### config.mk
export PLATFORM = sky130hd
export DESIGN_NAME = counting_semaphore_fifo_wait_top
export DESIGN_NICKNAME = d
export VERILOG_FILES = /design/src/rtl/csfw_pkg.sv /design/src/rtl/csfw_ctrl.sv /design/src/rtl/csfw_datapath.sv /design/src/rtl/counting_semaphore_fifo_wait_top.sv
export SDC_FILE = /design/constraint.sdc
export NUM_CORES = 1
export LEC_CHECK = 0
export BUFFER_PORTS_ARGS = -buffer_cell sky130_fd_sc_hd__clkbuf_2
export CORE_MARGIN = 8
export CORE_UTILIZATION = 62
export CTS_CLUSTER_DIAMETER = 80
export CTS_CLUSTER_SIZE = 28
export DETAILED_ROUTE_END_ITERATION = 8
export PLACE_DENSITY = 0.79
export SKIP_LAST_GASP = 1
export SYNTH_ARGS = -nofsm -noshare
export SYNTH_HDL_FRONTEND = slang
export SYNTH_SLANG_ARGS = --single-unit
### constraint.sdc
create_clock -name i_clk -period 4.4 [get_ports i_clk]
set_clock_uncertainty 0.05 [all_clocks]
set_input_delay 0.22 -clock i_clk [delete_from_list [all_inputs] [get_ports i_clk]]
set_output_delay 0.22 -clock i_clk [all_outputs]
set_load 0.01 [all_outputs]
### src/rtl/csfw_pkg.sv
`default_nettype none
// ----------------------------------------------------------------------------
// csfw_pkg
// Shared types and constants for the counting semaphore with FIFO wait queue.
// ----------------------------------------------------------------------------
package csfw_pkg;

    // default sizes used by the top level
    localparam int WAIT_DEPTH_DEF   = 64;
    localparam int TASK_ID_BITS_DEF = 8;

    // fixed field widths
    localparam int LIMIT_W  = 16;
    localparam int STATUS_W = 3;

    localparam logic [LIMIT_W-1:0] LIMIT_RESET = LIMIT_W'(1);

    // result status codes
    typedef enum logic [STATUS_W-1:0] {
        ST_GRANTED  = 3'd0,
        ST_BLOCKED  = 3'd1,
        ST_RELEASED = 3'd2,
        ST_WOKEN    = 3'd3,
        ST_ERROR    = 3'd4
    } t_status;

    // request type codes
    localparam logic REQ_ACQUIRE = 1'b0;
    localparam logic REQ_RELEASE = 1'b1;

    // commands from controller to datapath
    typedef struct packed {
        logic capture;   // latch the accepted request
        logic eval;      // decide, update count and ring
        logic load_out;  // move the result into the output register
    } t_cmd;

endpackage
`default_nettype wire

### src/rtl/csfw_ctrl.sv
`default_nettype none
// ----------------------------------------------------------------------------
// csfw_ctrl
// Request sequencer: accept, evaluate, then load the result register.
// ----------------------------------------------------------------------------
module csfw_ctrl (
    input  wire logic          i_clk,
    input  wire logic          i_rst_n,
    input  wire logic          i_in_valid,
    output logic               o_in_ready,
    output logic               o_out_valid,
    input  wire logic          i_out_ready,
    output csfw_pkg::t_cmd     o_cmd
);

    typedef enum logic [1:0] {
        S_IDLE,
        S_EVAL,
        S_LOAD
    } t_state;

    t_state r_state;
    t_state n_state;
    logic   r_in_ready;
    logic   r_out_valid;
    logic   n_out_valid;
    logic   capture;
    logic   load_out;

    // command decode
    assign capture  = i_in_valid && r_in_ready;
    assign load_out = (r_state == S_LOAD) && (!r_out_valid || i_out_ready);

    assign o_cmd.capture  = capture;
    assign o_cmd.eval     = (r_state == S_EVAL);
    assign o_cmd.load_out = load_out;

    // next state
    always_comb begin
        n_state = r_state;
        case (r_state)
            S_IDLE: begin
                if (capture) begin
                    n_state = S_EVAL;
                end
            end
            S_EVAL: begin
                n_state = S_LOAD;
            end
            S_LOAD: begin
                if (load_out) begin
                    n_state = S_IDLE;
                end
            end
            default: begin
                n_state = S_IDLE;
            end
        endcase
    end

    // output valid: set on load, cleared when the transaction completes
    always_comb begin
        n_out_valid = r_out_valid;
        if (load_out) begin
            n_out_valid = 1'b1;
        end else if (r_out_valid && i_out_ready) begin
            n_out_valid = 1'b0;
        end
    end

    // state and registered outputs
    always_ff @(posedge i_clk) begin
        if (!i_rst_n) begin
            r_state     <= S_IDLE;
            r_in_ready  <= 1'b0;
            r_out_valid <= 1'b0;
        end else begin
            r_state     <= n_state;
            r_in_ready  <= (n_state == S_IDLE);
            r_out_valid <= n_out_valid;
        end
    end

    assign o_in_ready  = r_in_ready;
    assign o_out_valid = r_out_valid;

endmodule
`default_nettype wire

### src/rtl/csfw_datapath.sv
`default_nettype none
// ----------------------------------------------------------------------------
// csfw_datapath
// Holder count, limit register, wait ring memory and result registers.
// ----------------------------------------------------------------------------
module csfw_datapath #(
    parameter int WAIT_DEPTH   = csfw_pkg::WAIT_DEPTH_DEF,
    parameter int TASK_ID_BITS = csfw_pkg::TASK_ID_BITS_DEF,
    localparam int IDX_W  = (WAIT_DEPTH > 1) ? $clog2(WAIT_DEPTH) : 1,
    localparam int FILL_W = $clog2(WAIT_DEPTH + 1)
) (
    input  wire logic                          i_clk,
    input  wire logic                          i_rst_n,
    input  wire csfw_pkg::t_cmd                i_cmd,
    input  wire logic                          i_cfg_we,
    input  wire logic [csfw_pkg::LIMIT_W-1:0]  i_cfg_limit,
    input  wire logic                          i_req_type,
    input  wire logic [TASK_ID_BITS-1:0]       i_task_id,
    output logic [csfw_pkg::STATUS_W-1:0]      o_status,
    output logic [TASK_ID_BITS-1:0]            o_woken_task,
    output logic [csfw_pkg::LIMIT_W-1:0]       o_holders,
    output logic [FILL_W-1:0]                  o_waiting
);

    localparam logic [IDX_W-1:0]  LAST_IDX = IDX_W'(WAIT_DEPTH - 1);
    localparam logic [FILL_W-1:0] FULL     = FILL_W'(WAIT_DEPTH);

    // wait ring storage
    logic [TASK_ID_BITS-1:0] r_ring [WAIT_DEPTH];
    logic [TASK_ID_BITS-1:0] r_rd_data;

    // control state
    logic [csfw_pkg::LIMIT_W-1:0] r_limit;
    logic [csfw_pkg::LIMIT_W-1:0] r_count;
    logic [csfw_pkg::LIMIT_W-1:0] n_count;
    logic [IDX_W-1:0]             r_head;
    logic [IDX_W-1:0]             n_head;
    logic [IDX_W-1:0]             r_tail;
    logic [IDX_W-1:0]             n_tail;
    logic [FILL_W-1:0]            r_fill;
    logic [FILL_W-1:0]            n_fill;

    // request and result payload
    logic                         r_req_type;
    logic [TASK_ID_BITS-1:0]      r_task_id;
    csfw_pkg::t_status            r_res_status;
    csfw_pkg::t_status            n_status;
    logic                         push;
    logic                         pop;
    csfw_pkg::t_status            r_o_status;
    logic [TASK_ID_BITS-1:0]      r_o_woken;
    logic [csfw_pkg::LIMIT_W-1:0] r_o_holders;
    logic [FILL_W-1:0]            r_o_waiting;

    // request decision
    always_comb begin
        n_status = csfw_pkg::ST_ERROR;
        n_count  = r_count;
        n_head   = r_head;
        n_tail   = r_tail;
        n_fill   = r_fill;
        push     = 1'b0;
        pop      = 1'b0;
        if (r_req_type == csfw_pkg::REQ_ACQUIRE) begin
            if (r_count < r_limit) begin
                n_count  = r_count + 1'b1;
                n_status = csfw_pkg::ST_GRANTED;
            end else if (r_fill != FULL) begin
                push     = 1'b1;
                n_tail   = (r_tail == LAST_IDX) ? '0 : r_tail + 1'b1;
                n_fill   = r_fill + 1'b1;
                n_status = csfw_pkg::ST_BLOCKED;
            end
        end else begin
            if (r_fill != '0) begin
                pop      = 1'b1;
                n_head   = (r_head == LAST_IDX) ? '0 : r_head + 1'b1;
                n_fill   = r_fill - 1'b1;
                n_status = csfw_pkg::ST_WOKEN;
            end else if (r_count != '0) begin
                n_count  = r_count - 1'b1;
                n_status = csfw_pkg::ST_RELEASED;
            end
        end
    end

    // limit, count and ring pointers
    always_ff @(posedge i_clk) begin
        if (!i_rst_n) begin
            r_limit <= csfw_pkg::LIMIT_RESET;
            r_count <= '0;
            r_head  <= '0;
            r_tail  <= '0;
            r_fill  <= '0;
        end else begin
            if (i_cfg_we) begin
                r_limit <= i_cfg_limit;
            end
            if (i_cmd.eval) begin
                r_count <= n_count;
                r_head  <= n_head;
                r_tail  <= n_tail;
                r_fill  <= n_fill;
            end
        end
    end

    // ring memory: one write or one registered read per evaluation
    always_ff @(posedge i_clk) begin
        if (i_cmd.eval && push) begin
            r_ring[r_tail] <= r_task_id;
        end
        if (i_cmd.eval && pop) begin
            r_rd_data <= r_ring[r_head];
        end
    end

    // request capture, pending status and output register
    always_ff @(posedge i_clk) begin
        if (i_cmd.capture) begin
            r_req_type <= i_req_type;
            r_task_id  <= i_task_id;
        end
        if (i_cmd.eval) begin
            r_res_status <= n_status;
        end
        if (i_cmd.load_out) begin
            r_o_status  <= r_res_status;
            r_o_woken   <= (r_res_status == csfw_pkg::ST_WOKEN) ? r_rd_data : '0;
            r_o_holders <= r_count;
            r_o_waiting <= r_fill;
        end
    end

    assign o_status     = r_o_status;
    assign o_woken_task = r_o_woken;
    assign o_holders    = r_o_holders;
    assign o_waiting    = r_o_waiting;

`ifndef ASSERT_OFF
    a_fill_bound: assert property (@(posedge i_clk) disable iff (!i_rst_n)
        r_fill <= FULL)
        else $error("wait ring fill exceeds depth");

    a_block_push: assert property (@(posedge i_clk) disable iff (!i_rst_n)
        i_cmd.eval && (n_status == csfw_pkg::ST_BLOCKED)
        |=> r_fill == $past(r_fill) + 1'b1)
        else $error("blocked request did not enqueue");

    a_error_hold: assert property (@(posedge i_clk) disable iff (!i_rst_n)
        i_cmd.eval && (n_status == csfw_pkg::ST_ERROR)
        |=> $stable(r_count) && $stable(r_fill) && $stable(r_head) && $stable(r_tail))
        else $error("error request changed state");

    a_count_idle: assert property (@(posedge i_clk) disable iff (!i_rst_n)
        i_rst_n && !i_cmd.eval |=> $stable(r_count) && $stable(r_fill))
        else $error("count or fill changed outside evaluation");

    a_woken_count: assert property (@(posedge i_clk) disable iff (!i_rst_n)
        i_cmd.eval && (n_status == csfw_pkg::ST_WOKEN) |=> $stable(r_count))
        else $error("waiter handoff changed holder count");
`endif

endmodule
`default_nettype wire

### src/rtl/counting_semaphore_fifo_wait_top.sv
`default_nettype none
// ----------------------------------------------------------------------------
// counting_semaphore_fifo_wait_top
// Counting semaphore with a FIFO queue of waiting task IDs.
// ----------------------------------------------------------------------------
// Each input transaction is an acquire or a release and yields exactly one
// result transaction. A request is captured at its accepting edge, evaluated at
// the next edge in S_EVAL and then loaded into the output register in S_LOAD,
// which waits while an unread result still holds that register. The wait ring
// memory has a single port whose read data is registered. The next request is
// accepted in the cycle after the result is loaded, so no new request is taken
// while the last one is still in evaluation or waiting to load. A result
// waiting in the output register does not stop the next request from being
// accepted and evaluated. The limit register resets to 1 and is written through
// the configuration channel, which is always ready; write it only while idle.
// The wait ring needs no clearing pass after reset.
// ----------------------------------------------------------------------------
module counting_semaphore_fifo_wait_top #(
    parameter int WAIT_DEPTH   = csfw_pkg::WAIT_DEPTH_DEF,
    parameter int TASK_ID_BITS = csfw_pkg::TASK_ID_BITS_DEF,
    localparam int FILL_W = $clog2(WAIT_DEPTH + 1)
) (
    input  wire logic                          i_clk,
    input  wire logic                          i_rst_n,
    // request channel
    input  wire logic                          i_in_valid,
    output logic                               o_in_ready,
    input  wire logic                          i_req_type,
    input  wire logic [TASK_ID_BITS-1:0]       i_task_id,
    // result channel
    output logic                               o_out_valid,
    input  wire logic                          i_out_ready,
    output logic [csfw_pkg::STATUS_W-1:0]      o_status,
    output logic [TASK_ID_BITS-1:0]            o_woken_task,
    output logic [csfw_pkg::LIMIT_W-1:0]       o_holders,
    output logic [FILL_W-1:0]                  o_waiting,
    // configuration channel
    input  wire logic                          i_cfg_valid,
    output logic                               o_cfg_ready,
    input  wire logic [csfw_pkg::LIMIT_W-1:0]  i_cfg_limit
);

    csfw_pkg::t_cmd cmd;

    assign o_cfg_ready = 1'b1;

    // sequencer
    csfw_ctrl u_ctrl (
        .i_clk       (i_clk),
        .i_rst_n     (i_rst_n),
        .i_in_valid  (i_in_valid),
        .o_in_ready  (o_in_ready),
        .o_out_valid (o_out_valid),
        .i_out_ready (i_out_ready),
        .o_cmd       (cmd)
    );

    // count, ring and result registers
    csfw_datapath #(
        .WAIT_DEPTH   (WAIT_DEPTH),
        .TASK_ID_BITS (TASK_ID_BITS)
    ) u_datapath (
        .i_clk        (i_clk),
        .i_rst_n      (i_rst_n),
        .i_cmd        (cmd),
        .i_cfg_we     (i_cfg_valid),
        .i_cfg_limit  (i_cfg_limit),
        .i_req_type   (i_req_type),
        .i_task_id    (i_task_id),
        .o_status     (o_status),
        .o_woken_task (o_woken_task),
        .o_holders    (o_holders),
        .o_waiting    (o_waiting)
    );

endmodule
`default_nettype wire

After elaboration in Yosys (flattened, before gate mapping)

Memories as Yosys holds them, arrays and structs flattened. A register that Yosys moved wholly into a read port is not among the register bits.
Index checks and enable logic that the tools add are counted.

Add/sub/neg operators: 6
Magnitude comparators: 1
Equality and inequality tests: 10
Mux-type cells: 27
Bitwise logic cells: 2
Reductions and logical operators: 18

Operators with widths:

| cell                                                                  | number |
|---|---|
| 16-bit two-way mux                                                    | 4 |
| 7-bit two-way mux                                                     | 4 |
| 16-bit by 1-bit adder with 16-bit output, second input constant       | 1 |
| 16-bit less-than comparator                                           | 1 |
| 16-bit nonzero test                                                   | 1 |
| 16-bit by 1-bit subtractor with 16-bit output, second input constant  | 1 |
| 3-bit two-way mux                                                     | 5 |
| 6-bit by 1-bit adder with 6-bit output, second input constant         | 2 |
| 6-bit equality test, second input constant                            | 2 |
| 6-bit two-way mux                                                     | 2 |
| 4-bit AND reduction                                                   | 3 |
| 1-bit two-way mux                                                     | 9 |
| 7-bit by 1-bit adder with 7-bit output, second input constant         | 1 |
| 7-bit != test, second input constant                                  | 1 |
| 7-bit nonzero test                                                    | 1 |
| 7-bit by 1-bit subtractor with 7-bit output, second input constant    | 1 |
| 2-bit != test, second input constant                                  | 3 |
| 2-bit case mux with 3 select lines                                    | 1 |
| 2-bit nonzero test                                                    | 3 |
| 1-bit logical AND                                                     | 5 |
| 2-bit logical NOT                                                     | 2 |
| 2-bit two-way mux                                                     | 2 |
| 3-bit by 2-bit equality test with 1-bit output, second input constant | 1 |
| 3-bit AND reduction                                                   | 1 |
| other kinds (6)                                                       | 7 |

Bits in registers: 101
RAM bits: 512
Memories: 1

Memories:

| memory            | words | bits a word | read ports | clocked after Yosys merged registers in | wr ports | RTL line            | text |
|---|---|---|---|---|---|---|---|
| u_datapath.r_ring | 64    | 8           | 1          | 1                                       | 1        | csfw_datapath.sv:29 | `logic [TASK_ID_BITS-1:0] r_ring [WAIT_DEPTH];` |

Depth between registers and ports, before layout

Word-level depth: 7
Depth in mapped cells: 11
Mapped depth without buffers: 9

Cells and area by module

A second synthesis with hierarchy kept.

Cell total of the unflattened synthesis: 1324
Area total of the unflattened synthesis: 25096.6 um2

By module, submodules not included:

| module                           | times used | cells each | area each (um2) |
|---|---|---|---|
| csfw_datapath                    | 1          | 1302       | 24891.4 |
| csfw_ctrl                        | 1          | 20         | 193.9 |
| counting_semaphore_fifo_wait_top | 1          | 2          | 11.3 |

Worst setup path before layout

No wires, ideal clock.

Path kind: register to register
Start: register u_datapath.r_limit[14] (netlist name)
End: memory u_datapath.r_ring[60][0] (netlist name) (enable)
Library setup time: 0.371 ns
Arrival time: 3.041 ns
Data required time: 3.979 ns
Slack: 0.938 ns
Cell stages (with the launch flop): 12
Period minus slack after synthesis: 3.462 ns
Cells stage by stage: dfxtp_1 inv_1 ha_1 nand4_1 or4_1 o32a_1 a21oi_4 nand2_2 buf_2 or4_1 clkbuf_1 nor2_1

Longest elaborated chain between the ends: 6

RTL lines:

| what                                    | RTL line             | text |
|---|---|---|
| start, declared                         | csfw_datapath.sv:33  | `logic [csfw_pkg::LIMIT_W-1:0] r_limit;` |
| start signal, assigned                  | csfw_datapath.sv:90  | `r_limit <= csfw_pkg::LIMIT_RESET;` |
| start signal, assigned                  | csfw_datapath.sv:97  | `r_limit <= i_cfg_limit;` |
| 16-bit less-than comparator             | csfw_datapath.sv:65  | `if (r_count < r_limit) begin` |
| 1-bit two-way mux                       | csfw_datapath.sv:65  |  |
| 1-bit two-way mux                       | csfw_datapath.sv:64  | `if (r_req_type == csfw_pkg::REQ_ACQUIRE) begin` |
| 1-bit logical AND                       | csfw_datapath.sv:110 | `if (i_cmd.eval && push) begin` |
| 1-bit two-way mux                       | csfw_datapath.sv:110 |  |
| 1-bit two-way mux (not written as such) | csfw_datapath.sv:111 | `r_ring[r_tail] <= r_task_id;` |
| end, declared                           | csfw_datapath.sv:29  |  |

No other way between the ends.

Worst setup path after layout

Start: register u_datapath.r_limit[11] (netlist name)
End: memory u_datapath.r_ring[29][2] (netlist name) (enable)

The elaborated chain is that of the path after synthesis.

==> metrics <==
Synth Area per Inst 19.2 um2; H-tree level count 1; initial antenna violation count 0; power density cells 356 mW/mm2; Worst EP arrival 4.12 ns; Clock Latency Late Sink 0.59 ns; CP max FO 11; headroom to the max-slew limit 15.6%; outcome complete, no violations; Chip Height 217 um; Clk pwr share 30.4%; leak pwr 8.65 nW; Clock transition at path regs 0.11 ns; CP endpoint kind register; die area 0.0470 mm2; Comb pwr share 3.2%; fraction of registers with async set or reset after synthesis 0%; global routing usage on met3 3.73%; routing usage on met1 31.8%; gpl congestion 0.845; GRT Util Overall 22.4%; worst-margin pin slew 1.27 ns; critical path data required time 4.65 ns; total CTS buffers 27; Final Max Tran Viols 0; maximum clock insertion buffer count 3; pre-CTS WS 0.612 ns; final worst slack 0.531 ns; layout cells sized above 1 24.0%; First DRT Iteration DRCs 1451; Synth top area share 68.1%; hold crit path type primary input to register; Most Crowded Layer GR met2; Root Driver clkbuf_16; number of global-route vias before repair 12700; average routed wire per standard cell 26.8 um; Final Util 68.6%; Core Area 0.0397 mm2; met2 usage 36.1%; Synth warnings 0; synthesized cell area 0.0250 mm2; grt total ovfl 0; Internal 0.00776 W; Max VDD drop 0.000221 V; Cells after Synth 1299; Post-synth EDFFs 566; Ant. Diodes 0; top_reg_cell synth edfxtp_1; total of max-cap violations 0; net switching power figure 0.00194 W; number of fill cells in the layout 2436; sequential fraction of the synthesis area 72.5%; area of the multi-input gates 0.00650 mm2; Fmax achieved 0.258 GHz; post-synthesis register bit count 621; clock sinks 621; fin crit share 87.9%; first-pass GRT wire length 79800 um; Final Hold Fails 0; most instantiated cells after synthesis 566 x edfxtp_1, 163 x mux4_2, 76 x nor2_1; DRT Wirelength 52500 um; top post-synthesis cells by area edfxtp_1 68%, mux4_2 15%, dfxtp_1 4.4%, ha_1 1.8%, nor2_1 1.1%; Site Rows 73; TritonRoute pass-1 iters 5; most area-hungry cell type in the Yosys netlist edfxtp_1; Post-Route Setup TNS 0 ns; DRT antenna net count 0; Detail Placement HPWL 32500 um; Via density 6.45; DRC viols 0; CTS tree yes; Final setup viols 0; final net count 1479; port bufs 65; FF+latch area 0.0181 mm2; switch share 20.0%; Synth cell types 57; P&R area growth vs syn 9.11%; Die Wd 217 um; Starting Density 62.8%; largest net degree at the start of global routing 65; crit path kind register to register; count leader, synth edfxtp_1; Via Count 12600; sequential share of power 66.5%; startpoint types register; Ports 67; min cycle time layout 3.87 ns; Synthesized Nets 1367; unrepaired setup endpoints after global routing false
metrics by stage:
| stage | cells | hold WS, ns | instance area, um2 | total power (W) |
|---|---|---|---|---|
| after global routing | 1957 | 0.252 | 27200 | 0.00997 |
| after detailed placement | 1881 | 0.349 | 26200 | 0.00688 |
| after global placement | 1881 | 0.347 | 26200 | 0.00686 |
| after floorplan | 1299 | 0.269 | 25000 | 0.00677 |
| after CTS | 1957 | 0.221 | 27200 | 0.00976 |
| final | 1957 | 0.240 | 27200 | 0.00971 |
placed cells by master, fill, tap and decap left out, types with 4 or more instances in the layout:
cell type      count
nor2b_1           26
or3_1              7
inv_6              5
a21o_1             8
inv_1             26
nor2_2             9
xnor2_1           19
a211oi_1           7
clkbuf_16         27
nand2_1           36
mux4_2           163
mux2i_1           27
o21ai_0           22
nor4_1             5
edfxtp_1         566
xor2_1             6
and2_1            19
a21oi_1           27
o21a_1             5
ha_1              36
and3_1             4
nor2_1            76
nand3_1           13
dfxtp_1           51
dlygate4sd3_1     26
nand2b_1           5
buf_4             56
nand4_1            7
a21boi_0          13
clkbuf_1          14
clkbuf_2          65
critical path: stages, from the launching register on:
cell,delay [ns]
dfxtp_1,0.36
inv_1,0.06
ha_1,0.31
nand4_1,0.13
or4_1,0.52
o32a_1,0.36
a21oi_4,0.20
nand2_2,0.16
or4b_1,0.86
nor2_1,0.34
buf_4,0.21
logic make-up (layout without fill, tap and decap cells):
group,count (synthesis),after routing,share of synthesized area (%)
flops,621,621,72.5
other cells,1,1,0.0150
xor+xnor,25,25,0.877
fa+ha+maj,38,38,1.96
compound gates,109,109,2.93
simple gates,222,222,4.45
buf+inv,93,226,1.50
mux,190,190,15.8
worst paths after layout:
kind                              start                        to  slack [ns]  cells after the start
max              u_datapath.r_limit[11]  u_datapath.r_ring[29][2]        0.53                     10
min                         i_cfg_valid     u_datapath.r_limit[0]        0.24                      3
max reg2reg      u_datapath.r_limit[11]  u_datapath.r_ring[29][2]        0.53                     10
min reg2reg  u_datapath.r_res_status[2]    u_datapath.o_status[2]        0.42                      0
area by class of cell:
cell class	instances	area share, %
Clock buffer	43	2.77
Clock inverter	7	0.225
Inverter	26	0.358
Multi-Input combinational cell	585	23.9
Sequential cell	621	66.5
Tap cell	525	2.41
Timing Repair Buffer	150	3.91
what timing repair did:
action	4_1_cts	5_1_grt
buffers inserted	0	0
endpoints found under the setup margin	0	0
resized for setup	0	0
hold endpoints to repair	26	0
hold buffers	26	0
state kept, by name (all words and copies together), names as in the netlist, 2 cells and up:
name                     flops
u_datapath.r_limit          16
u_datapath.r_task_id         8
u_datapath.r_fill            7
u_datapath.o_holders        16
u_datapath.o_status          3
u_datapath.o_waiting         7
u_datapath.r_tail            6
u_datapath.o_woken_task      8
u_datapath.r_res_status      3
u_ctrl.r_state               2
u_datapath.r_head            6
u_datapath.r_count          16
u_datapath.r_rd_data         8
u_datapath.r_ring          512
power by group through the flow:
stage,Clock (W),Sequential [W],Combinational [W]
floorplan,0,0.00661,0.000155
global placement,0,0.00658,0.000280
detailed placement,0,0.00659,0.000290
CTS,0.00300,0.00645,0.000309
global route,0.00318,0.00646,0.000339
finish,0.00295,0.00645,0.000308
metal layers:
metal  vias up  routed length [um]
li1       5428                   -
met1      6478               21300
met2       627               25300
met3        81                4440
met4         0                1450
met5         -                   0
(Power assumes the default switching activity.)
